===== src/rtl/next_prime_search_unit_defines.svh =====
// Assertion macros for the next prime search unit.
// Expects signals clk and rst_n in the scope of each use.
`ifndef NEXT_PRIME_SEARCH_UNIT_DEFINES_SVH
`define NEXT_PRIME_SEARCH_UNIT_DEFINES_SVH

// Same-cycle implication, disabled while reset is asserted.
`define NPS_ASSERT_SAME(label, ante, cons) \
    label: assert property (@(posedge clk) disable iff (!rst_n) (ante) |-> (cons)) \
        else $error("nps: same-cycle check failed");

// Next-cycle implication, disabled while reset is asserted.
`define NPS_ASSERT_NEXT(label, ante, cons) \
    label: assert property (@(posedge clk) disable iff (!rst_n) (ante) |=> (cons)) \
        else $error("nps: next-cycle check failed");

`endif


===== src/rtl/nps_pkg.sv =====
// Shared types and constants of the next prime search unit.
// No dependencies; used by controller, datapath and top level.
`default_nettype none

package nps_pkg;

    localparam int FIELD_W       = 16;
    localparam int FIRST_DIVISOR = 2;

    typedef enum logic [2:0] {
        ST_IDLE,
        ST_LOAD,
        ST_TEST,
        ST_DIV,
        ST_EVAL,
        ST_NEXT,
        ST_FINISH
    } state_t;

    typedef struct packed {
        logic load_start;
        logic init_test;
        logic div_start;
        logic next_divisor;
        logic next_candidate;
        logic mark_ovf;
        logic load_result;
    } cmd_t;

    typedef struct packed {
        logic range_ok;
        logic cand_lt2;
        logic sq_gt_cand;
        logic div_busy;
        logic div_done;
        logic rem_zero;
        logic cand_at_limit;
    } status_t;

endpackage

`default_nettype wire


===== src/rtl/nps_rem_unit.sv =====
// Bit-serial restoring remainder unit, one quotient bit per cycle.
// No package dependencies; instantiated by nps_datapath.
`default_nettype none

module nps_rem_unit #(
    parameter int DATA_W = 16
) (
    input  wire logic              clk,
    input  wire logic              rst_n,
    input  wire logic              start,
    input  wire logic [DATA_W-1:0] dividend,
    input  wire logic [DATA_W-1:0] divisor,
    output logic                   busy,
    output logic                   done,
    output logic [DATA_W-1:0]      remainder
);

    localparam int CNT_W = $clog2(DATA_W + 1);

    logic [DATA_W-1:0] rem_reg, rem_next;
    logic [DATA_W-1:0] dvd_reg, dvd_next;
    logic [DATA_W-1:0] dsr_reg, dsr_next;
    logic [CNT_W-1:0]  cnt_reg, cnt_next;
    logic              busy_reg, busy_next;
    logic              done_reg, done_next;
    logic [DATA_W:0]   shifted;

    always_comb
    begin
        shifted   = {rem_reg, dvd_reg[DATA_W-1]};
        rem_next  = rem_reg;
        dvd_next  = dvd_reg;
        dsr_next  = dsr_reg;
        cnt_next  = cnt_reg;
        busy_next = busy_reg;
        done_next = 1'b0;
        if (start)
        begin
            rem_next  = '0;
            dvd_next  = dividend;
            dsr_next  = divisor;
            cnt_next  = CNT_W'(DATA_W);
            busy_next = 1'b1;
        end
        else if (busy_reg)
        begin
            // subtract when the shifted partial remainder covers the divisor
            if (shifted >= {1'b0, dsr_reg})
                rem_next = DATA_W'(shifted - {1'b0, dsr_reg});
            else
                rem_next = shifted[DATA_W-1:0];
            dvd_next = {dvd_reg[DATA_W-2:0], 1'b0};
            cnt_next = cnt_reg - CNT_W'(1);
            if (cnt_reg == CNT_W'(1))
            begin
                busy_next = 1'b0;
                done_next = 1'b1;
            end
        end
    end

    always_ff @(posedge clk or negedge rst_n)
    begin
        if (!rst_n)
        begin
            rem_reg  <= '0;
            dvd_reg  <= '0;
            dsr_reg  <= '0;
            cnt_reg  <= '0;
            busy_reg <= 1'b0;
            done_reg <= 1'b0;
        end
        else
        begin
            rem_reg  <= rem_next;
            dvd_reg  <= dvd_next;
            dsr_reg  <= dsr_next;
            cnt_reg  <= cnt_next;
            busy_reg <= busy_next;
            done_reg <= done_next;
        end
    end

    assign busy      = busy_reg;
    assign done      = done_reg;
    assign remainder = rem_reg;

endmodule

`default_nettype wire


===== src/rtl/nps_datapath.sv =====
// Search datapath: candidate, trial divisor, running square, result register.
// Depends on nps_pkg and nps_rem_unit.
`default_nettype none

module nps_datapath #(
    parameter int WIDTH = 16
) (
    input  wire logic                        clk,
    input  wire logic                        rst_n,
    input  wire nps_pkg::cmd_t               cmd,
    input  wire logic [nps_pkg::FIELD_W-1:0] start_value,
    output nps_pkg::status_t                 status,
    output logic [nps_pkg::FIELD_W-1:0]      prime_found,
    output logic                             overflow
);

    localparam int CAND_W = (WIDTH < nps_pkg::FIELD_W) ? WIDTH : nps_pkg::FIELD_W;
    localparam int SQ_W   = CAND_W + 1;
    localparam logic [CAND_W-1:0] LIMIT = '1;

    logic [CAND_W-1:0]           cand_reg, cand_next;
    logic [CAND_W-1:0]           div_reg, div_next;
    logic [SQ_W-1:0]             sq_reg, sq_next;
    logic                        range_ok_reg, range_ok_next;
    logic                        ovf_pend_reg, ovf_pend_next;
    logic [nps_pkg::FIELD_W-1:0] prime_found_reg, prime_found_next;
    logic                        overflow_reg, overflow_next;
    logic                        div_busy;
    logic                        div_done;
    logic [CAND_W-1:0]           remainder;

    nps_rem_unit #(
        .DATA_W (CAND_W)
    ) u_rem (
        .clk       (clk),
        .rst_n     (rst_n),
        .start     (cmd.div_start),
        .dividend  (cand_reg),
        .divisor   (div_reg),
        .busy      (div_busy),
        .done      (div_done),
        .remainder (remainder)
    );

    always_comb
    begin
        cand_next        = cand_reg;
        div_next         = div_reg;
        sq_next          = sq_reg;
        range_ok_next    = range_ok_reg;
        ovf_pend_next    = ovf_pend_reg;
        prime_found_next = prime_found_reg;
        overflow_next    = overflow_reg;
        if (cmd.load_start)
        begin
            cand_next     = start_value[CAND_W-1:0];
            range_ok_next = (start_value <= nps_pkg::FIELD_W'(LIMIT));
            ovf_pend_next = 1'b0;
        end
        if (cmd.next_candidate)
            cand_next = cand_reg + CAND_W'(1);
        if (cmd.init_test)
        begin
            div_next = CAND_W'(nps_pkg::FIRST_DIVISOR);
            sq_next  = SQ_W'(nps_pkg::FIRST_DIVISOR * nps_pkg::FIRST_DIVISOR);
        end
        if (cmd.next_divisor)
        begin
            // (d+1)^2 = d^2 + 2d + 1
            sq_next  = sq_reg + {div_reg, 1'b1};
            div_next = div_reg + CAND_W'(1);
        end
        if (cmd.mark_ovf)
            ovf_pend_next = 1'b1;
        if (cmd.load_result)
        begin
            prime_found_next = ovf_pend_reg ? '0 : nps_pkg::FIELD_W'(cand_reg);
            overflow_next    = ovf_pend_reg;
        end
    end

    always_ff @(posedge clk or negedge rst_n)
    begin
        if (!rst_n)
        begin
            cand_reg     <= '0;
            div_reg      <= '0;
            sq_reg       <= '0;
            range_ok_reg <= 1'b0;
            ovf_pend_reg <= 1'b0;
        end
        else
        begin
            cand_reg     <= cand_next;
            div_reg      <= div_next;
            sq_reg       <= sq_next;
            range_ok_reg <= range_ok_next;
            ovf_pend_reg <= ovf_pend_next;
        end
    end

    always_ff @(posedge clk)
    begin
        prime_found_reg <= prime_found_next;
        overflow_reg    <= overflow_next;
    end

    always_comb
    begin
        status.range_ok      = range_ok_reg;
        status.cand_lt2      = (cand_reg < CAND_W'(nps_pkg::FIRST_DIVISOR));
        status.sq_gt_cand    = (sq_reg > {1'b0, cand_reg});
        status.div_busy      = div_busy;
        status.div_done      = div_done;
        status.rem_zero      = (remainder == '0);
        status.cand_at_limit = (cand_reg == LIMIT);
    end

    assign prime_found = prime_found_reg;
    assign overflow    = overflow_reg;

endmodule

`default_nettype wire


===== src/rtl/nps_controller.sv =====
// Search sequencer: walks candidates and trial divisors, owns output valid.
// Depends on nps_pkg and next_prime_search_unit_defines.svh.
`default_nettype none
`include "next_prime_search_unit_defines.svh"

module nps_controller (
    input  wire logic             clk,
    input  wire logic             rst_n,
    input  wire logic             in_valid,
    output logic                  in_stall,
    output logic                  out_valid,
    input  wire logic             out_stall,
    input  wire nps_pkg::status_t status,
    output nps_pkg::cmd_t         cmd
);

    nps_pkg::state_t state_reg, state_next;
    logic            out_valid_reg, out_valid_next;
    logic            out_free;

    assign out_free = !out_valid_reg || !out_stall;

    always_comb
    begin
        state_next = state_reg;
        unique case (state_reg)
            nps_pkg::ST_IDLE:
                if (in_valid)
                    state_next = nps_pkg::ST_LOAD;
            nps_pkg::ST_LOAD:
                state_next = status.range_ok ? nps_pkg::ST_TEST : nps_pkg::ST_FINISH;
            nps_pkg::ST_TEST:
            begin
                priority if (status.cand_lt2)
                    state_next = nps_pkg::ST_NEXT;
                else if (status.sq_gt_cand)
                    state_next = nps_pkg::ST_FINISH;
                else
                    state_next = nps_pkg::ST_DIV;
            end
            nps_pkg::ST_DIV:
                if (status.div_done)
                    state_next = nps_pkg::ST_EVAL;
            nps_pkg::ST_EVAL:
                state_next = status.rem_zero ? nps_pkg::ST_NEXT : nps_pkg::ST_TEST;
            nps_pkg::ST_NEXT:
                state_next = status.cand_at_limit ? nps_pkg::ST_FINISH : nps_pkg::ST_TEST;
            nps_pkg::ST_FINISH:
                if (out_free)
                    state_next = nps_pkg::ST_IDLE;
            default:
                state_next = nps_pkg::ST_IDLE;
        endcase
    end

    always_comb
    begin
        cmd = '0;
        unique case (state_reg)
            nps_pkg::ST_IDLE:
                cmd.load_start = in_valid;
            nps_pkg::ST_LOAD:
            begin
                cmd.init_test = status.range_ok;
                cmd.mark_ovf  = !status.range_ok;
            end
            nps_pkg::ST_TEST:
                cmd.div_start = !status.cand_lt2 && !status.sq_gt_cand;
            nps_pkg::ST_DIV:
                cmd = '0;
            nps_pkg::ST_EVAL:
                cmd.next_divisor = !status.rem_zero;
            nps_pkg::ST_NEXT:
            begin
                cmd.mark_ovf       = status.cand_at_limit;
                cmd.next_candidate = !status.cand_at_limit;
                cmd.init_test      = !status.cand_at_limit;
            end
            nps_pkg::ST_FINISH:
                cmd.load_result = out_free;
            default:
                cmd = '0;
        endcase
    end

    assign out_valid_next = cmd.load_result ? 1'b1 : (out_valid_reg && out_stall);

    always_ff @(posedge clk or negedge rst_n)
    begin
        if (!rst_n)
        begin
            state_reg     <= nps_pkg::ST_IDLE;
            out_valid_reg <= 1'b0;
        end
        else
        begin
            state_reg     <= state_next;
            out_valid_reg <= out_valid_next;
        end
    end

    assign in_stall  = (state_reg != nps_pkg::ST_IDLE);
    assign out_valid = out_valid_reg;

    `NPS_ASSERT_NEXT(a_div_waits, (state_reg == nps_pkg::ST_DIV) && !status.div_done, state_reg == nps_pkg::ST_DIV)
    `NPS_ASSERT_SAME(a_result_slot_free, cmd.load_result, !out_valid_reg || !out_stall)
    `NPS_ASSERT_SAME(a_div_idle_outside, (state_reg == nps_pkg::ST_TEST) || (state_reg == nps_pkg::ST_IDLE), !status.div_busy)
    `NPS_ASSERT_NEXT(a_div_runs, cmd.div_start, status.div_busy && (state_reg == nps_pkg::ST_DIV))

endmodule

`default_nettype wire


===== src/rtl/next_prime_search_unit.sv =====
// Top level of the next prime search unit: controller plus datapath.
// Depends on nps_pkg, nps_controller, nps_datapath (and nps_rem_unit).
//
// Usage:
//   Request channel: in_valid / in_stall with start_value. A request is taken
//   at a rising edge with in_valid high and in_stall low. in_stall is high
//   for the whole search, so one request is worked on at a time.
//   Response channel: out_valid / out_stall with prime_found and overflow.
//   The response sits in an output register; while the receiver stalls it
//   holds, and the next request is still taken and searched. A finished
//   search waits in its last state only if the previous response is unread.
//   Search steps: each trial divisor passes through test, CAND_W serial
//   remainder steps, done and evaluate, with CAND_W = min(WIDTH, 16);
//   each rejected candidate passes through ST_NEXT (0 and 1 go straight
//   from test to it), and a request also passes through idle, load and
//   finish. Cost is set by the one-bit-per-cycle remainder loop.
//   Overflow: a start above 2^CAND_W - 1, or no prime up to it, gives
//   overflow = 1 and prime_found = 0.
//   Reset (rst_n low, asynchronous) drops any search and any pending
//   response; the unit comes up idle and ready for a request.
`default_nettype none

module next_prime_search_unit #(
    parameter int WIDTH = 16
) (
    input  wire logic                        clk,
    input  wire logic                        rst_n,
    input  wire logic                        in_valid,
    output logic                             in_stall,
    input  wire logic [nps_pkg::FIELD_W-1:0] start_value,
    output logic                             out_valid,
    input  wire logic                        out_stall,
    output logic [nps_pkg::FIELD_W-1:0]      prime_found,
    output logic                             overflow
);

    // command and status between the sequencer and the datapath
    nps_pkg::cmd_t    cmd;
    nps_pkg::status_t status;

    nps_controller u_ctrl (
        .clk       (clk),
        .rst_n     (rst_n),
        .in_valid  (in_valid),
        .in_stall  (in_stall),
        .out_valid (out_valid),
        .out_stall (out_stall),
        .status    (status),
        .cmd       (cmd)
    );

    nps_datapath #(
        .WIDTH (WIDTH)
    ) u_dp (
        .clk         (clk),
        .rst_n       (rst_n),
        .cmd         (cmd),
        .start_value (start_value),
        .status      (status),
        .prime_found (prime_found),
        .overflow    (overflow)
    );

endmodule

`default_nettype wire

===== config.mk =====
export PLATFORM = sky130hd
export DESIGN_NAME = next_prime_search_unit
export DESIGN_NICKNAME = d
export VERILOG_FILES = /design/src/rtl/nps_pkg.sv /design/src/rtl/nps_rem_unit.sv /design/src/rtl/nps_datapath.sv /design/src/rtl/nps_controller.sv /design/src/rtl/next_prime_search_unit.sv
export VERILOG_INCLUDE_DIRS = /design/src /design/src/rtl
export SDC_FILE = /design/constraint.sdc
export NUM_CORES = 1
export LEC_CHECK = 0
export ABC_CLOCK_PERIOD_IN_PS = 6600
export BUFFER_PORTS_ARGS = -buffer_cell sky130_fd_sc_hd__buf_2
export CORE_UTILIZATION = 40
export CTS_BUF_LIST = sky130_fd_sc_hd__clkbuf_8
export DETAILED_ROUTE_END_ITERATION = 12
export GPL_TIMING_DRIVEN = 0
export PLACE_DENSITY = 0.56
export RECOVER_POWER = 50
export SYNTH_ARGS = -nofsm -noshare
export SYNTH_HDL_FRONTEND = slang
export SYNTH_SLANG_ARGS = --single-unit

===== constraint.sdc =====
create_clock -name clk -period 6.6 [get_ports clk]
set_input_delay 0.66 -clock clk [delete_from_list [all_inputs] [get_ports clk]]
set_output_delay 0.66 -clock clk [all_outputs]
set_load 0.05 [all_outputs]

==> results of run 1 <==
-- cells in the final DEF (no fill, tap or decap), types with 14 or more instances in the layout --
master	netlist	final
sky130_fd_sc_hd__mux2_2	18	18
sky130_fd_sc_hd__clkbuf_8	0	17
sky130_fd_sc_hd__nor2_1	84	84
sky130_fd_sc_hd__mux2i_1	29	29
sky130_fd_sc_hd__a21oi_1	61	60
sky130_fd_sc_hd__a21o_1	16	16
sky130_fd_sc_hd__ha_1	51	51
sky130_fd_sc_hd__nand2_1	59	59
sky130_fd_sc_hd__clkbuf_1	21	29
sky130_fd_sc_hd__edfxtp_1	17	17
sky130_fd_sc_hd__inv_1	48	49
sky130_fd_sc_hd__nor3_1	21	21
sky130_fd_sc_hd__o21ai_0	83	83
sky130_fd_sc_hd__dfrtp_1	110	110
sky130_fd_sc_hd__and3_1	14	14
sky130_fd_sc_hd__nand4_1	14	14
sky130_fd_sc_hd__buf_2	8	38
sky130_fd_sc_hd__nand3_1	20	20
-- report_power, final --
group | switching, W | internal, W | total, W | leakage [nW]
logic | 0.00115 | 0.000806 | 0.00196 | 2.25
clock network | 0.000344 | 0.000379 | 0.000723 | 0.210
registers | 0.000230 | 0.00104 | 0.00128 | 1.55
-- kinds of logic after synthesis --
family / Yosys count / synth area share [%]
fa+ha+maj: 53 / 8.81
flops: 127 / 42.4
simple gates: 253 / 15.8
buf+inv: 86 / 5.09
xor+xnor: 25 / 2.84
mux: 47 / 6.40
compound gates: 231 / 18.7
-- how the worst max path moves through the flow --
stage	end	slack, ns
2_1_floorplan	u_dp.u_rem.dsr_reg[10]	4.06
4_1_cts	u_dp.u_rem.dsr_reg[14]	3.64
6_report	u_dp.u_rem.dsr_reg[14]	3.63
3_5_place_dp	u_dp.u_rem.dsr_reg[9]	3.67
3_3_place_gp	u_dp.div_reg[10]	3.45
5_1_grt	u_dp.u_rem.remainder[14]	3.48
-- metal layers --
| metal | wire, um | GRT usage, % | up-vias |
|---|---|---|---|
| li1 | - | - | 3088 |
| met4 | 155 | 5.43 | 0 |
| met2 | 8880 | 32.2 | 116 |
| met1 | 9710 | 29.6 | 3017 |
| met3 | 713 | 4.14 | 11 |
| met5 | 0 | 0 | - |
-- worst min-delay path: stages --
cell                      delay (ns)
sky130_fd_sc_hd__buf_2          0.08
sky130_fd_sc_hd__nand2_1        0.04
sky130_fd_sc_hd__o21ai_0        0.06
-- per-stage QoR --
step	setup WS [ns]	util [%]	area, um2	cells	power (W)
global route	3.48	46.0	8630	1128	0.00426
global placement	3.45	43.6	8180	1094	0.00322
finish	3.63	46.0	8630	1128	0.00396
floorplan	4.06	-	7700	822	0.00275
CTS	3.64	46.1	8650	1128	0.00399
detailed placement	3.67	43.9	8230	1096	0.00325
-- cell type report --
class                   count  area, um2
fillers                  1833      10100
clock buffers              17        234
repair buffers             40        223
flip-flops and latches    127       3260
well taps                 234        293
clock inverters            15        181
plain buffers              37        208
multi-input cells         609       4050
inverters                  49        184
==> impl_results.html, run 1 <==
<table>
<tr><th>Metric</th><th>Value</th></tr>
<tr><th colspan="2">Worst setup path</th></tr>
<tr><td>Largest fanout on the critical path</td><td>10</td></tr>
<tr><td>Standard cell with the maximum stage delay on the critical path</td><td>sky130_fd_sc_hd__or4b_4</td></tr>
<tr><td>Slowest Stage Delay on Critical Path</td><td>0.56 ns</td></tr>
<tr><td>CP cell instances</td><td>inv_1 -&gt; ha_1 -&gt; nand3_1 -&gt; or4b_4 -&gt; o41ai_2 -&gt; o31ai_2 -&gt; nand3b_4 -&gt; buf_6 -&gt; mux2_2</td></tr>
<tr><td>Logic depth of the worst register-to-register path</td><td>9</td></tr>
<tr><td>Number of buffers and inverters on the critical path</td><td>2</td></tr>
<tr><td>Worst endpoint required time</td><td>6.92 ns</td></tr>
<tr><td>Reg2Reg Capture Point</td><td>u_dp.u_rem.dsr_reg[14]</td></tr>
<tr><td>Launching instance or port of the critical path</td><td>u_dp.cand_reg[15]</td></tr>
<tr><td>R2r startpoint</td><td>u_dp.cand_reg[15]</td></tr>
<tr><td>R2r setup slk</td><td>3.63 ns</td></tr>
<tr><td>Top delay family on crit path</td><td>simple AND/OR/NAND/NOR gates</td></tr>
<tr><td>Critical path capture point type</td><td>flop</td></tr>
<tr><td>Total number of cells along the worst setup path</td><td>9</td></tr>
<tr><td>Startpoint kind of the worst setup timing path</td><td>flop</td></tr>
<tr><td>Arrival @ worst endpoint</td><td>3.30 ns</td></tr>
<tr><td>Worst setup path class</td><td>reg2reg</td></tr>
<tr><th colspan="2">Worst hold path</th></tr>
<tr><td>Endpoint of the worst hold-timing path</td><td>u_dp.cand_reg[11]</td></tr>
<tr><td>Hold path start</td><td>start_value[11]</td></tr>
<tr><td>Number of cells on the worst hold path</td><td>3</td></tr>
<tr><td>Hold Crit Class</td><td>in2reg</td></tr>
<tr><th colspan="2">Synthesis</th></tr>
<tr><td>Share of Yosys cell area claimed by the top area cell type</td><td>35.8%</td></tr>
<tr><td>Library cell with the largest summed area after synthesis</td><td>sky130_fd_sc_hd__dfrtp_1</td></tr>
<tr><td>Yosys cell types</td><td>67</td></tr>
<tr><td>Instance count of the mapped netlist</td><td>822</td></tr>
<tr><td>Synthesized Nets</td><td>895</td></tr>
<tr><td>Most repeated cell in the gate-level netlist after synthesis</td><td>sky130_fd_sc_hd__dfrtp_1</td></tr>
<tr><td>Synthesized area</td><td>7700 um2</td></tr>
<tr><td>Per-instance average area after synthesis</td><td>9.36 um2</td></tr>
<tr><td>Part of the Yosys area used for sequential elements</td><td>42.4%</td></tr>
<tr><td>Primary FF master, synth</td><td>sky130_fd_sc_hd__dfrtp_1</td></tr>
<tr><td>Cell types with the largest area share after synthesis</td><td>sky130_fd_sc_hd__dfrtp_1 (36%), sky130_fd_sc_hd__ha_1 (8.3%), sky130_fd_sc_hd__edfxtp_1 (6.6%)</td></tr>
<tr><td>Fraction of registers with async set/reset</td><td>86.6%</td></tr>
<tr><td>Yosys synthesis warning count</td><td>0</td></tr>
<tr><td>Number of storage elements in the synthesis netlist</td><td>127</td></tr>
<tr><td>Number of enable flip-flop cells after synthesis</td><td>17</td></tr>
<tr><td>Commonest cells in the netlist</td><td>sky130_fd_sc_hd__dfrtp_1 (110), sky130_fd_sc_hd__nor2_1 (84), sky130_fd_sc_hd__o21ai_0 (83)</td></tr>
<tr><th colspan="2">Power</th></tr>
<tr><td>Leakage power</td><td>4.01 nW</td></tr>
<tr><td>Maximum vdd drop</td><td>0.136 mV</td></tr>
<tr><td>Power Density</td><td>458 nW/um2</td></tr>
<tr><th colspan="2">Placement</th></tr>
<tr><td>Final RePlAce weighted congestion</td><td>0.885</td></tr>
<tr><td>Input/output buffers</td><td>38</td></tr>
<tr><td>Estimated wirelength of the detail-placed design</td><td>14.6 mm</td></tr>
<tr><th colspan="2">GRT</th></tr>
<tr><td>Pin count of the biggest net entering global routing</td><td>84</td></tr>
<tr><td>Overflow left after global routing</td><td>0</td></tr>
<tr><td>Tot GR Track Use</td><td>20.8%</td></tr>
<tr><td>Initial antenna violation count</td><td>0</td></tr>
<tr><td>Global-route wire length before repair</td><td>31.8 mm</td></tr>
<tr><td>Via count of the first global-routing pass</td><td>5982</td></tr>
<tr><th colspan="2">Clock network</th></tr>
<tr><td>Post-CTS setup-driven buffer insertion count</td><td>0</td></tr>
<tr><td>TritonCTS Sinks</td><td>127</td></tr>
<tr><td>Source-to-sink clock delay at the later pin of the worst-skew pair</td><td>0.45 ns</td></tr>
<tr><td>Number of gates given a new drive strength after cts</td><td>0</td></tr>
<tr><td>Clock root buffer master</td><td>sky130_fd_sc_hd__clkbuf_8</td></tr>
<tr><td>Max clock buf depth</td><td>2</td></tr>
<tr><td>Cts-stage hold buffer count</td><td>0</td></tr>
<tr><td>CTS tree</td><td>yes</td></tr>
<tr><td>CTS Buf Count</td><td>17</td></tr>
<tr><td>Maximum level of the CTS H-tree</td><td>4</td></tr>
<tr><td>Clock-pin slew of the registers on the worst-case setup and hold paths</td><td>0.08 ns</td></tr>
<tr><th colspan="2">Route</th></tr>
<tr><td>Antenna Violating Nets Remaining</td><td>0</td></tr>
<tr><td>Total Wirelength</td><td>19.5 mm</td></tr>
<tr><td>WL per Instance</td><td>17.3 um</td></tr>
<tr><td>Number of iterations in the first detailed-routing pass</td><td>5</td></tr>
<tr><td>Initial DRC count</td><td>411</td></tr>
<tr><td>Number of remaining DRC errors</td><td>0</td></tr>
<tr><td>Vias after detailed routing</td><td>6232</td></tr>
<tr><td>Drt via density</td><td>5.52</td></tr>
<tr><th colspan="2">STA</th></tr>
<tr><td>Final count of pins violating max slew</td><td>28</td></tr>
<tr><td>Fin crit share</td><td>45.0%</td></tr>
<tr><td>Post-Route Hold Slack</td><td>0.432 ns</td></tr>
<tr><td>Slew at the pin closest to its max-slew limit</td><td>1.72 ns</td></tr>
<tr><td>Setup TNS</td><td>0 ns</td></tr>
<tr><td>Skew final</td><td>0.0130 ns</td></tr>
<tr><td>RSZ-0062 raised after global routing</td><td>no</td></tr>
<tr><td>Hold violation total from the final report</td><td>0</td></tr>
<tr><td>Setup violation total in the final timing report</td><td>0</td></tr>
<tr><td>Worst max-slew margin expressed relative to the limit</td><td>-14.4%</td></tr>
<tr><td>Timing-limited maximum frequency</td><td>336 MHz</td></tr>
<tr><td>Crit path time final</td><td>2.97 ns</td></tr>
<tr><th colspan="2">Final layout</th></tr>
<tr><td>Number of flip-flops under the largest register name</td><td>17</td></tr>
<tr><td>Number of nets in the layout</td><td>954</td></tr>
<tr><td>Antenna fix cells</td><td>0</td></tr>
<tr><td>Area Growth Syn to Fin</td><td>12.1%</td></tr>
<tr><td>Fraction of final layout cells with drive strength greater than 1</td><td>12.5%</td></tr>
<tr><th colspan="2">Floorplan</th></tr>
<tr><td>Number of top-level design ports</td><td>39</td></tr>
<tr><td>Standard cell core area</td><td>18800 um2</td></tr>
<tr><td>Die ar.</td><td>19800 um2</td></tr>
<tr><td>Starting density of the core</td><td>41.0%</td></tr>
<tr><td>Die Wd</td><td>141 um</td></tr>
<tr><td>Vertical extent of the die</td><td>141 um</td></tr>
<tr><td>Std cell rows</td><td>50</td></tr>
<tr><th colspan="2">Flow run</th></tr>
<tr><td>Maximum capacitance violations</td><td>1</td></tr>
<tr><th colspan="2">Run status</th></tr>
<tr><td>Status</td><td>complete, but fails checks</td></tr>
<tr><td>Violated checks</td><td>max-capacitance violations, max-slew violations</td></tr>
</table>
Note: power is estimated with default switching activity, not from simulation.
==> inputs of run 2 (changes only) <==
--- a/config.mk
+++ b/config.mk
@@ -6,13 +6,13 @@
 export SDC_FILE = /design/constraint.sdc
 export NUM_CORES = 1
 export LEC_CHECK = 0
-export ABC_CLOCK_PERIOD_IN_PS = 6600
+export ABC_CLOCK_PERIOD_IN_PS = 2600
 export BUFFER_PORTS_ARGS = -buffer_cell sky130_fd_sc_hd__buf_2
 export CORE_UTILIZATION = 40
 export CTS_BUF_LIST = sky130_fd_sc_hd__clkbuf_8
 export DETAILED_ROUTE_END_ITERATION = 12
 export GPL_TIMING_DRIVEN = 0
-export PLACE_DENSITY = 0.56
+export PLACE_DENSITY = 0.58
 export RECOVER_POWER = 50
 export SYNTH_ARGS = -nofsm -noshare
 export SYNTH_HDL_FRONTEND = slang
==> constraint.sdc (replaced) <==
create_clock -name clk -period 2.6 [get_ports clk]
set_input_delay 0.26 -clock clk [delete_from_list [all_inputs] [get_ports clk]]
set_output_delay 0.26 -clock clk [all_outputs]
set_load 0.05 [all_outputs]
==> impl_results.html, run 2 (synthesis gave the netlist of run 1 again) <==
<table>
<tr><th>Metric</th><th>Value</th></tr>
<tr><th colspan="2">Clock network</th></tr>
<tr><td>CTS tree</td><td>yes</td></tr>
<tr><td>Max clock buf depth</td><td>2</td></tr>
<tr><td>Clock root buffer master</td><td>sky130_fd_sc_hd__clkbuf_8</td></tr>
<tr><td>Clock-pin slew of the registers on the worst-case setup and hold paths</td><td>0.07 ns</td></tr>
<tr><td>TritonCTS Sinks</td><td>127</td></tr>
<tr><td>Maximum level of the CTS H-tree</td><td>4</td></tr>
<tr><td>Source-to-sink clock delay at the later pin of the worst-skew pair</td><td>0.45 ns</td></tr>
<tr><td>CTS Buf Count</td><td>17</td></tr>
<tr><th colspan="2">Final layout</th></tr>
<tr><td>Area Growth Syn to Fin</td><td>22.4%</td></tr>
<tr><td>Number of nets in the layout</td><td>987</td></tr>
<tr><td>Most frequent standard cell in the layout excluding fill and tap cells</td><td>sky130_fd_sc_hd__dfrtp_1</td></tr>
<tr><td>Commonest cells after routing, fill and taps aside</td><td>sky130_fd_sc_hd__dfrtp_1 (95), sky130_fd_sc_hd__o21ai_0 (74), sky130_fd_sc_hd__nor2_1 (71)</td></tr>
<tr><td>Antenna fix cells</td><td>0</td></tr>
<tr><td>Fin util</td><td>50.2%</td></tr>
<tr><td>Finished Layout Cells</td><td>1161</td></tr>
<tr><td>Number of flip-flops under the largest register name</td><td>17</td></tr>
<tr><td>Fraction of final layout cells with drive strength greater than 1</td><td>24.7%</td></tr>
<tr><th colspan="2">STA</th></tr>
<tr><td>Skew final</td><td>0.0112 ns</td></tr>
<tr><td>Worst max-slew margin expressed relative to the limit</td><td>23.7%</td></tr>
<tr><td>Final count of pins violating max slew</td><td>0</td></tr>
<tr><td>Slew at the pin closest to its max-slew limit</td><td>1.15 ns</td></tr>
<tr><td>Setup TNS</td><td>-1.11 ns</td></tr>
<tr><td>Crit path time final</td><td>2.68 ns</td></tr>
<tr><td>Timing-limited maximum frequency</td><td>373 MHz</td></tr>
<tr><td>Post-Route Hold Slack</td><td>0.0389 ns</td></tr>
<tr><td>Hold violation total from the final report</td><td>0</td></tr>
<tr><td>Fin worst setup slack</td><td>-0.0778 ns</td></tr>
<tr><td>Setup violation total in the final timing report</td><td>23</td></tr>
<tr><td>RSZ-0062 raised after global routing</td><td>yes</td></tr>
<tr><td>Fin crit share</td><td>103%</td></tr>
<tr><th colspan="2">Floorplan</th></tr>
<tr><td>Standard cell core area</td><td>18800 um2</td></tr>
<tr><td>Die Wd</td><td>141 um</td></tr>
<tr><td>Vertical extent of the die</td><td>141 um</td></tr>
<tr><td>Std cell rows</td><td>50</td></tr>
<tr><td>Number of top-level design ports</td><td>39</td></tr>
<tr><td>Die ar.</td><td>19800 um2</td></tr>
<tr><td>Starting density of the core</td><td>41.0%</td></tr>
<tr><th colspan="2">Power</th></tr>
<tr><td>Fraction of power consumed by the clock network</td><td>16.7%</td></tr>
<tr><td>Maximum vdd drop</td><td>0.444 mV</td></tr>
<tr><td>Power Density</td><td>1200 nW/um2</td></tr>
<tr><td>Sequential cell fraction of total power</td><td>28.7%</td></tr>
<tr><td>Proportion of power drawn by combinational gates</td><td>54.6%</td></tr>
<tr><td>Cell internal pwr</td><td>0.00644 W</td></tr>
<tr><td>Leakage power</td><td>4.31 nW</td></tr>
<tr><td>Fraction of power spent switching nets</td><td>42.9%</td></tr>
<tr><td>Switching Power</td><td>0.00483 W</td></tr>
<tr><th colspan="2">GRT</th></tr>
<tr><td>Global-route wire length before repair</td><td>33.0 mm</td></tr>
<tr><td>Via count of the first global-routing pass</td><td>6284</td></tr>
<tr><td>Overflow left after global routing</td><td>0</td></tr>
<tr><td>Initial antenna violation count</td><td>0</td></tr>
<tr><td>Tot GR Track Use</td><td>21.5%</td></tr>
<tr><td>Pin count of the biggest net entering global routing</td><td>91</td></tr>
<tr><th colspan="2">Flow run</th></tr>
<tr><td>Maximum capacitance violations</td><td>0</td></tr>
<tr><th colspan="2">Route</th></tr>
<tr><td>Initial DRC count</td><td>430</td></tr>
<tr><td>Antenna Violating Nets Remaining</td><td>0</td></tr>
<tr><td>WL per Instance</td><td>17.8 um</td></tr>
<tr><td>Number of iterations in the first detailed-routing pass</td><td>4</td></tr>
<tr><td>Number of remaining DRC errors</td><td>0</td></tr>
<tr><td>Vias after detailed routing</td><td>6455</td></tr>
<tr><td>Drt via density</td><td>5.56</td></tr>
<tr><td>Total Wirelength</td><td>20.7 mm</td></tr>
<tr><th colspan="2">Worst setup path</th></tr>
<tr><td>Startpoint kind of the worst setup timing path</td><td>flop</td></tr>
<tr><td>Arrival @ worst endpoint</td><td>3.01 ns</td></tr>
<tr><td>Critical path capture point type</td><td>flop</td></tr>
<tr><td>R2r setup slk</td><td>-0.08 ns</td></tr>
<tr><td>Worst setup path class</td><td>reg2reg</td></tr>
<tr><td>Worst endpoint required time</td><td>2.93 ns</td></tr>
<tr><td>Largest fanout on the critical path</td><td>5</td></tr>
<tr><th colspan="2">Run status</th></tr>
<tr><td>Violated checks</td><td>negative setup slack</td></tr>
<tr><td>Status</td><td>complete, but fails checks</td></tr>
<tr><th colspan="2">Placement</th></tr>
<tr><td>Final RePlAce weighted congestion</td><td>0.935</td></tr>
<tr><td>Cell total after placement</td><td>1096</td></tr>
<tr><td>Input/output buffers</td><td>38</td></tr>
<tr><td>Estimated wirelength of the detail-placed design</td><td>14.5 mm</td></tr>
<tr><th colspan="2">Worst hold path</th></tr>
<tr><td>Hold Crit Class</td><td>in2reg</td></tr>
</table>
-- run 2: cell count changes in the layout (fill, tap and decap cells not counted), sizes merged --
cell	before	now
clkbuf	47	42
dlygate4sd3	0	1
bufinv	3	4
inv	57	50
clkinv	2	8
buf	47	84
-- run 2: critical path: stages (launching register included) --
cell and delay (ns):
sky130_fd_sc_hd__dfrtp_1 0.34, sky130_fd_sc_hd__buf_6 0.12, sky130_fd_sc_hd__inv_8 0.04, sky130_fd_sc_hd__ha_4 0.26, sky130_fd_sc_hd__nand3_2 0.07, sky130_fd_sc_hd__or4b_4 0.57, sky130_fd_sc_hd__nor3_2 0.30, sky130_fd_sc_hd__o31ai_4 0.15
sky130_fd_sc_hd__nand3b_4 0.12, sky130_fd_sc_hd__buf_4 0.13, sky130_fd_sc_hd__buf_16 0.11, sky130_fd_sc_hd__mux2_2 0.32
-- run 2: area by class of cell --
type | count | area, um2
Buffer | 37 | 259
Clock buffer | 17 | 234
Clock inverter | 15 | 194
Fill cell | 1749 | 9340
Inverter | 49 | 196
Multi-Input combinational cell | 609 | 4420
Sequential cell | 127 | 3280
Tap cell | 234 | 293
Timing Repair Buffer | 73 | 551
-- run 2: worst paths after layout --
| check | from | to | cells after the start |
|---|---|---|---|
| max | u_dp.cand_reg[11] | u_dp.u_rem.dsr_reg[10] | 11 |
| min | start_value[9] | u_dp.cand_reg[9] | 3 |
| max reg2reg | u_dp.cand_reg[11] | u_dp.u_rem.dsr_reg[10] | 11 |
| min reg2reg | u_dp.ovf_pend_reg | u_dp.overflow | 0 |
| max in group asynchronous | rst_n | u_dp.sq_reg[1] | 3 |
| min in group asynchronous | rst_n | u_dp.u_rem.dvd_reg[12] | 2 |
-- run 2: what timing repair did --
action | in CTS | in global routing
hold endpoints to repair | 20 | 0
hold buffers | 1 | 0
endpoints found under the setup margin | 58 | 98
cloned | 1 | 3
pin swaps | 9 | 16
buffers inserted | 17 | 11
gates resized for setup | 56 | 83
-- run 2: metrics by stage --
stage	setup slack [ns]	cell area (um2)	power, W
detailed placement	-0.332	8230	0.00824
CTS	-0.0509	9060	0.0106
global route	-0.147	9430	0.0121
floorplan	0.0559	7700	0.00699
global placement	-0.277	8180	0.00815
finish	-0.0778	9430	0.0113
-- run 2: power groups by stage --
stage / registers [W] / logic [W] / clock network [W]
2_1_floorplan: 0.00326 / 0.00373 / 0
3_3_place_gp: 0.00325 / 0.00490 / 0
3_5_place_dp: 0.00325 / 0.00499 / 0
4_1_cts: 0.00319 / 0.00551 / 0.00192
5_1_grt: 0.00329 / 0.00677 / 0.00201
6_report: 0.00323 / 0.00616 / 0.00188
-- run 2: routing by layer --
metal / global-route usage (%) / routed length [um]
met3: 5.50 / 1000
met1: 30.5 / 9930
met4: 6.06 / 356
met5: 0 / 0
met2: 32.4 / 9400
==> inputs of run 3 (changes only) <==
--- a/config.mk
+++ b/config.mk
@@ -8,11 +8,12 @@
 export LEC_CHECK = 0
 export ABC_CLOCK_PERIOD_IN_PS = 2600
 export BUFFER_PORTS_ARGS = -buffer_cell sky130_fd_sc_hd__buf_2
-export CORE_UTILIZATION = 40
+export CORE_MARGIN = 1.5
+export CORE_UTILIZATION = 45
 export CTS_BUF_LIST = sky130_fd_sc_hd__clkbuf_8
 export DETAILED_ROUTE_END_ITERATION = 12
 export GPL_TIMING_DRIVEN = 0
-export PLACE_DENSITY = 0.58
+export PLACE_DENSITY = 0.64
 export RECOVER_POWER = 50
 export SYNTH_ARGS = -nofsm -noshare
 export SYNTH_HDL_FRONTEND = slang
==> impl_results.html, run 3 (synthesis gave the netlist of run 1 again) <==
<table>
<tr><th>Metric</th><th>Value</th></tr>
<tr><th colspan="2">Clock network</th></tr>
<tr><td>Clock-pin slew of the registers on the worst-case setup and hold paths</td><td>0.08 ns</td></tr>
<tr><td>Max clock buf depth</td><td>2</td></tr>
<tr><td>Source-to-sink clock delay at the later pin of the worst-skew pair</td><td>0.46 ns</td></tr>
<tr><td>TritonCTS Sinks</td><td>127</td></tr>
<tr><td>CTS Buf Count</td><td>17</td></tr>
<tr><td>CTS tree</td><td>yes</td></tr>
<tr><td>Maximum level of the CTS H-tree</td><td>4</td></tr>
<tr><td>Clock root buffer master</td><td>sky130_fd_sc_hd__clkbuf_8</td></tr>
<tr><th colspan="2">Worst setup path</th></tr>
<tr><td>Worst endpoint required time</td><td>2.95 ns</td></tr>
<tr><td>Worst setup path class</td><td>reg2reg</td></tr>
<tr><td>Startpoint kind of the worst setup timing path</td><td>flop</td></tr>
<tr><td>R2r setup slk</td><td>-0.07 ns</td></tr>
<tr><td>Critical path capture point type</td><td>flop</td></tr>
<tr><td>Arrival @ worst endpoint</td><td>3.02 ns</td></tr>
<tr><td>Largest fanout on the critical path</td><td>10</td></tr>
<tr><th colspan="2">Route</th></tr>
<tr><td>Drt via density</td><td>5.71</td></tr>
<tr><td>Number of iterations in the first detailed-routing pass</td><td>7</td></tr>
<tr><td>Max layer used</td><td>met4</td></tr>
<tr><td>Met3 wire len</td><td>925 um</td></tr>
<tr><td>Detailed-route wire length on metal 1</td><td>9.67 mm</td></tr>
<tr><td>WL per Instance</td><td>17.7 um</td></tr>
<tr><td>Initial DRC count</td><td>368</td></tr>
<tr><td>Amount of wire on met2 after detailed routing</td><td>9.24 mm</td></tr>
<tr><td>Antenna Violating Nets Remaining</td><td>0</td></tr>
<tr><td>Vias after detailed routing</td><td>6513</td></tr>
<tr><td>Number of remaining DRC errors</td><td>0</td></tr>
<tr><td>Total Wirelength</td><td>20.2 mm</td></tr>
<tr><th colspan="2">Final layout</th></tr>
<tr><td>Number of nets in the layout</td><td>981</td></tr>
<tr><td>Area Growth Syn to Fin</td><td>19.7%</td></tr>
<tr><td>Number of flip-flops under the largest register name</td><td>17</td></tr>
<tr><td>Most frequent standard cell in the layout excluding fill and tap cells</td><td>sky130_fd_sc_hd__dfrtp_1</td></tr>
<tr><td>Fin util</td><td>55.4%</td></tr>
<tr><td>Final instance area</td><td>9210 um2</td></tr>
<tr><td>Fraction of final layout cells with drive strength greater than 1</td><td>21.9%</td></tr>
<tr><td>Total of fill cells in the finished design</td><td>1496</td></tr>
<tr><td>Commonest cells after routing, fill and taps aside</td><td>sky130_fd_sc_hd__dfrtp_1 (99), sky130_fd_sc_hd__nor2_1 (78), sky130_fd_sc_hd__o21ai_0 (73)</td></tr>
<tr><td>Antenna fix cells</td><td>0</td></tr>
<tr><th colspan="2">Floorplan</th></tr>
<tr><td>Vertical extent of the die</td><td>134 um</td></tr>
<tr><td>Std cell rows</td><td>47</td></tr>
<tr><td>Die ar.</td><td>17900 um2</td></tr>
<tr><td>Die Wd</td><td>134 um</td></tr>
<tr><td>Starting density of the core</td><td>46.3%</td></tr>
<tr><td>Standard cell core area</td><td>16600 um2</td></tr>
<tr><td>Number of top-level design ports</td><td>39</td></tr>
<tr><th colspan="2">Worst hold path</th></tr>
<tr><td>Hold Crit Class</td><td>in2reg</td></tr>
<tr><th colspan="2">Placement</th></tr>
<tr><td>Final RePlAce weighted congestion</td><td>0.910</td></tr>
<tr><td>Input/output buffers</td><td>38</td></tr>
<tr><td>Estimated wirelength of the detail-placed design</td><td>14.1 mm</td></tr>
<tr><td>Placed cell area</td><td>8220 um2</td></tr>
<tr><th colspan="2">STA</th></tr>
<tr><td>RSZ-0062 raised after global routing</td><td>yes</td></tr>
<tr><td>Hold violation total from the final report</td><td>0</td></tr>
<tr><td>Final count of pins violating max slew</td><td>34</td></tr>
<tr><td>Slew at the pin closest to its max-slew limit</td><td>2.02 ns</td></tr>
<tr><td>Fin worst setup slack</td><td>-0.0737 ns</td></tr>
<tr><td>Timing-limited maximum frequency</td><td>374 MHz</td></tr>
<tr><td>Fin crit share</td><td>103%</td></tr>
<tr><td>Crit path time final</td><td>2.67 ns</td></tr>
<tr><td>Worst max-slew margin expressed relative to the limit</td><td>-34.5%</td></tr>
<tr><td>Setup violation total in the final timing report</td><td>33</td></tr>
<tr><td>Skew final</td><td>0.0118 ns</td></tr>
<tr><th colspan="2">GRT</th></tr>
<tr><td>Via count of the first global-routing pass</td><td>6197</td></tr>
<tr><td>Overflow left after global routing</td><td>0</td></tr>
<tr><td>Initial antenna violation count</td><td>0</td></tr>
<tr><td>Tot GR Track Use</td><td>23.0%</td></tr>
<tr><td>Pin count of the biggest net entering global routing</td><td>78</td></tr>
<tr><td>Global-route wire length before repair</td><td>32.2 mm</td></tr>
<tr><th colspan="2">Run status</th></tr>
<tr><td>Status</td><td>complete, but fails checks</td></tr>
<tr><td>Violated checks</td><td>max-capacitance violations, max-slew violations, negative setup slack</td></tr>
<tr><th colspan="2">Power</th></tr>
<tr><td>Leakage power</td><td>4.21 nW</td></tr>
<tr><td>Maximum vdd drop</td><td>0.516 mV</td></tr>
<tr><td>Power Density</td><td>1170 nW/um2</td></tr>
<tr><th colspan="2">Flow run</th></tr>
<tr><td>Maximum capacitance violations</td><td>1</td></tr>
</table>
[run 3: changes by cell type in the layout (fill, tap and decap cells not counted), sizes merged]
cell and delta:
buf -8, bufinv -2, clkbuf +2, clkinv +1
inv +1
[run 3: layout make-up]
type / instances / area [um2] / share of cell area [%]
Buffer: 36 / 230 / 2.50
Clock buffer: 17 / 234 / 2.54
Clock inverter: 15 / 144 / 1.56
Inverter: 49 / 209 / 2.27
Multi-Input combinational cell: 609 / 4330 / 47.0
Sequential cell: 127 / 3280 / 35.6
Tap cell: 220 / 275 / 2.99
Timing Repair Buffer: 68 / 509 / 5.53
[run 3: timing repair]
| action | in CTS | in global routing |
|---|---|---|
| pin swaps | 7 | 16 |
| hold buffers | 1 | 0 |
| cloned | 1 | 1 |
| endpoints found under the hold margin | 33 | 0 |
| buffers inserted | 13 | 12 |
| endpoints found under the setup margin | 58 | 92 |
| gates resized for setup | 37 | 67 |
[run 3: worst max-delay path, stage by stage (launching register included)]
cell	delay, ns
sky130_fd_sc_hd__dfrtp_1	0.34
sky130_fd_sc_hd__clkbuf_4	0.18
sky130_fd_sc_hd__inv_1	0.11
sky130_fd_sc_hd__ha_1	0.30
sky130_fd_sc_hd__or4b_4	0.52
sky130_fd_sc_hd__nor3_2	0.19
sky130_fd_sc_hd__nand2_1	0.11
sky130_fd_sc_hd__o31ai_4	0.10
sky130_fd_sc_hd__nand3b_4	0.20
sky130_fd_sc_hd__buf_12	0.20
sky130_fd_sc_hd__buf_8	0.13
sky130_fd_sc_hd__nor2_1	0.13
sky130_fd_sc_hd__a21oi_1	0.05
[run 3: layer usage]
layer  GRT usage (%)  vias up
met5               0        -
met4            7.61        0
met3            5.14       29
met2            35.2      175
met1            32.5     3164
li1                -     3145
[run 3: worst paths after layout]
kind,from,to,cells after the start
hold reg to reg,u_dp.ovf_pend_reg,u_dp.overflow,0
hold / removal,start_value[11],u_dp.cand_reg[11],3
max in group asynchronous,rst_n,u_dp.sq_reg[0],2
min in group asynchronous,rst_n,u_dp.u_rem.dvd_reg[7],2
setup / recovery,u_dp.cand_reg[12],u_dp.u_rem.dvd_reg[12],12
setup reg to reg,u_dp.cand_reg[12],u_dp.u_rem.dvd_reg[12],12
[run 3: through the flow]
step | std cells | power (W) | worst slack, ns | setup TNS, ns | hold WS (ns)
after CTS | 1128 | 0.0102 | -0.0150 | -0.0603 | 0.00407
after global routing | 1141 | 0.0116 | -0.206 | -7.09 | 0.0315
after detailed placement | 1082 | 0.00821 | -0.325 | -14.19 | 0.173
final | 1141 | 0.0108 | -0.0737 | -1.31 | 0.0247
after floorplan | 822 | 0.00699 | 0.0559 | 0 | -0.0356
after global placement | 1080 | 0.00811 | -0.271 | -25.20 | 0.468
[run 3: power by group]
group          internal (W)  switching (W)
Combinational       0.00257        0.00331
Sequential          0.00267       0.000572
Clock              0.000844       0.000851
Total               0.00608        0.00473
